## config.mk

```make
export PLATFORM = sky130hd
export DESIGN_NAME = mtlc_fifo
export DESIGN_NICKNAME = d
export VERILOG_FILES = /design/src/mtlc_fifo.sv
export SDC_FILE = /design/constraint.sdc
export NUM_CORES = 1
export LEC_CHECK = 0
export BUFFER_PORTS_ARGS = -buffer_cell sky130_fd_sc_hd__buf_2
export CORE_MARGIN = 2
export CORE_UTILIZATION = 48
export CTS_CLUSTER_SIZE = 25
export DETAILED_ROUTE_END_ITERATION = 12
export GPL_TIMING_DRIVEN = 0
export PLACE_DENSITY = 0.73
export SLEW_MARGIN = 20
export SYNTH_ARGS = -nofsm -noshare
export SYNTH_HDL_FRONTEND = slang
export SYNTH_SLANG_ARGS = --single-unit
```

## constraint.sdc

```tcl
create_clock -name clk -period 1.85 [get_ports clk]
set_input_delay 0.185 -clock clk [delete_from_list [all_inputs] [get_ports clk]]
set_output_delay 0.185 -clock clk [all_outputs]
set_load 0.02 [all_outputs]
```

## src/mtlc_fifo.sv

```systemverilog
// mtlc_fifo: two-word queue used between front and back and on the result side
// words are flat vectors; no dependencies
`default_nettype none

module mtlc_fifo #(
	parameter int WIDTH = 8
) (
	input  wire logic             clk,
	input  wire logic             arst_n,
	input  wire logic             push,
	input  wire logic [WIDTH-1:0] wdata,
	output logic                  full,
	input  wire logic             pop,
	output logic      [WIDTH-1:0] rdata,
	output logic                  empty
);

	logic [WIDTH-1:0] mem_q [2];
	logic             wr_ptr_q;
	logic             rd_ptr_q;
	logic [1:0]       count_q;
	logic             do_push;
	logic             do_pop;

	assign full    = (count_q == 2'd2);
	assign empty   = (count_q == 2'd0);
	assign rdata   = mem_q[rd_ptr_q];
	assign do_push = push && !full;
	assign do_pop  = pop && !empty;

	always_ff @(posedge clk or negedge arst_n) begin
		if (!arst_n) begin
			wr_ptr_q <= 1'b0;
			rd_ptr_q <= 1'b0;
			count_q  <= 2'd0;
		end else begin
			if (do_push) begin
				wr_ptr_q <= !wr_ptr_q;
			end
			if (do_pop) begin
				rd_ptr_q <= !rd_ptr_q;
			end
			if (do_push && !do_pop) begin
				count_q <= count_q + 2'd1;
			end else if (do_pop && !do_push) begin
				count_q <= count_q - 2'd1;
			end
		end
	end

	always_ff @(posedge clk) begin
		if (do_push) begin
			mem_q[wr_ptr_q] <= wdata;
		end
	end

endmodule

`default_nettype wire

```

== After elaboration in Yosys (flattened, before gate mapping) ==
Memories as Yosys holds them, arrays and structs flattened.
Cells that the tools add are included.
Storage, ports and cells
  register bits: 4
  memory bits (writable): 16
  input port bits: 12
  memories: 1
Memories
  mem_q: depth 2, bits a word 8, read ports 1, clocked after Yosys merged registers in 0, write ports 1, RTL line 18  | logic [WIDTH-1:0] mem_q [2];
Cells by class
  $add $sub $neg: 2
  equal/unequal tests: 1
  multiplexer cells: 4
  reductions and logical operators: 12
Operator list (number)
  1-bit logical NOT: 6
  1-bit logical AND: 4
  2-bit 2-to-1 mux: 2
  2-bit by 1-bit adder with 2-bit output, second input constant: 1
  2-bit equality test, second input constant: 1
  2-bit logical NOT: 1
  1-bit 2-to-1 mux: 2
  2-bit nonzero test: 1
  2-bit by 1-bit subtractor with 2-bit output, second input constant: 1

== Longest topological paths before layout ==
  word-level depth: 7
  depth in mapped cells: 7

== Worst setup path after synthesis ==
Ideal clock, no wire load.
  kind: reg2reg
  from: register count_q[0]
  to: memory mem_q[0][0] (enable)
  library setup time: 0.370 ns
  arrival: 1.022 ns
  slack: 0.458 ns
  cell stages (with the launch flop): 4
  cell sequence: dfrtp_1 -> nand2b_1 -> nand2_2 -> nor2_1
On the way
  cells in the longest elaborated chain, start to end: 5
RTL lines
  from (decl): RTL line 21  | logic [1:0] count_q;
  from (signal assigned): RTL line 44  | count_q <= count_q + 2'd1;
  from (signal assigned): RTL line 46  | count_q <= count_q - 2'd1;
  2-bit equality test: RTL line 25  | assign full = (count_q == 2'd2);
  1-bit logical NOT: RTL line 28  | assign do_push = push && !full;
  1-bit logical AND: RTL line 28
  1-bit 2-to-1 mux: RTL line 52  | if (do_push) begin
  1-bit 2-to-1 mux (not written as such): RTL line 53  | mem_q[wr_ptr_q] <= wdata;
  to (decl): RTL line 18
Every way passes these cells.

== Worst setup path in the final report ==
  from: register count_q[0]
  to: memory mem_q[0][6] (enable)
Same word-level chain as after synthesis.

==> impl_metrics.toml <==
[routing]
antenna_left = 0
drt-initial-drc-count = 9
dr.pass1.iters = 2
wirelength_mm = 1.08
via_per_inst = 4.87
wl_per_cell_um = 12.5
drc = 0
num_vias = 419

[timing]
worst_pin_slew_ns = 0.704
min_period_ns = 1.63
rsz0062_at_grt = "no"
setup_tns_ns = 0
fin_crit_sh_pct = 87.9
clock_skew_ns = 0.00528
timing.final.ws_setup_ns = 0.223
max_freq_ghz = 0.615
whs_ns = 0.0780
hold_viol_final = 0
max_slew_margin_pct = 52.9
setup_violations = 0
slew_violations = 0

[worst_setup_path]
cp_slowest_cell = "nor2_1"
cp.required_ns = 1.78
start_kind = "flop"
cp.arrival_ns = 1.55
cp_num_buf_inv = 0
cp_max_fo = 8
critPathMaxStageDelay_ns = 0.55
worstPathCellList = "nand2b_1 -> nand2_2 -> nor2_1"
critical_path_class = "reg -> reg"
cp-end-kind = "flop"
crit_family = "simple AND/OR/NAND/NOR gates"

[outcome]
run_status = "completed"

[yosys]
ys_ff_latch = 20
syn_inst = 44
yosysWarningCount = 0
ys_types = 15
syn-cell-area_um2 = 782
ys_seq_area_share_pct = 74.2
syn_nets = 57
syn_area_per_cell_um2 = 17.8

[place]
gp_congestion = 0.643
placed_cells = 81
pre_cts_slack_ns = 0.191
io_buffers = 21
dp.final_hpwl_um = 761

[clock_network]
cts_root_buf = "clkbuf_4"
clkTransAtPathRegs_ns = 0.11
cts.sinks = 20
cts_made_buffers = 3
htree_levels = 1
cts_tree = "yes"
clk_latency_ns = 0.29
cts_resized = 0
cts_buffer_depth = 2

[die]
io_pins = 22
start_util_pct = 51.3
coreArea_um2 = 1520
fp-row-count = 14
dieArea_um2 = 1970
die_h_um = 44.4
die_w_um = 44.4

[finish]
drive_gt1_share_pct = 41.4
fillers = 123
finalNonFillerCells = 86
multi_input_area_um2 = 189
fin_util_pct = 61.9
final_net_count = 84
area_growth_pct = 20.6
seq_area_um2 = 581
n_antenna_cell = 0

[pwr]
ir_drop_mv = 0.936
p_leak_nw = 0.397
powerDensity_nw_per_um2 = 1560

[grt]
grt_first_pass_wirelength_mm = 1.69
grt_use_total_pct = 12.8
grt_max_degree = 12
antenna_found_initial = 0
grt_overflow_total = 0
grt_pass1_vias = 400

[min_path]
worstHoldPathType = "in -> reg"

[job]
maxCapViolations = 0
Yosys cell counts (all sizes together):
master,number,share of area [%]
o21ai,1,0.64
buf,1,0.64
nand2,1,0.80
and3,1,0.80
ha,1,1.6
xor2,2,2.2
nor2,3,1.4
dfrtp,4,13
xnor2,3,4.3
mux2,8,12
inv,2,0.96
nand2b,1,0.80
edfxtp,16,61
cell usage in the layout, fill, tap and decap left out, drive strengths merged:
master and n:
and3 1, buf 22, clkbuf 4, dfrtp 4, dlygate4sd3 1, edfxtp 16
ha 1, inv 2, mux2 8, nand2 1, nand2b 1, nor2 3
o21ai 1, xnor2 3, xor2 2
metrics by stage:
stage	area (um^2)	power, mW
floorplan	782	1.12
global placement	907	1.28
detailed placement	907	1.29
CTS	943	1.49
global route	943	1.56
finish	943	1.47
kinds of logic (layout without fill, tap and decap cells):
kind of cell    count (synthesis)  after routing  synth area share, %
simple gates                    6              6                 3.84
xor+xnor                        5              5                 6.56
mux                             8              8                 11.5
fa+ha+maj                       1              1                 1.60
compound gates                  1              1                0.639
flops                          20             20                 74.2
buf+inv                         3             29                 1.60
repair_timing:
action / in CTS / in global routing
setup buffers: 0 / 0
hold endpoints to repair: 4 / 0
hold buffers: 1 / 0
endpoints found under the setup margin: 0 / 0
state kept, by name, summed over array words and instances, names as in the netlist:
name      cells
wr_ptr_q      1
mem_q        16
rd_ptr_q      1
count_q       2
where the power goes:
group          internal [mW]  switching, mW
registers              0.629         0.0589
logic                  0.242          0.338
clock network         0.0836          0.119
area by class of cell:
class / count / share of cell area (%)
clock buffers: 4 / 2.79
multi-input cells: 21 / 20.0
well taps: 16 / 2.12
repair buffers: 22 / 12.2
inverters: 2 / 0.796
plain buffers: 1 / 0.531
flip-flops and latches: 20 / 61.5
routing by layer:
layer / global-route usage (%) / part of all wire, % / vias up
met4: 7.27 / 1.3 / 0
met3: 3.67 / 4.5 / 2
met5: 0 / 0 / -
met2: 20.6 / 47 / 9
met1: 15.3 / 47 / 199
li1: - / - / 209
path summary, 6_finish.rpt:
kind | start | to | slack (ns) | depth (start not counted)
max reg2reg | count_q[0] | mem_q[0][6] | 0.22 | 3
min | wdata[7] | mem_q[0][7] | 0.08 | 1
max in group asynchronous | arst_n | rd_ptr_q | 1.51 | 2
min in group asynchronous | arst_n | count_q[0] | 0.22 | 2
min reg2reg | wr_ptr_q | wr_ptr_q | 0.52 | 1
max | count_q[0] | mem_q[0][6] | 0.22 | 3
Note: power is estimated with default switching activity, not from simulation.
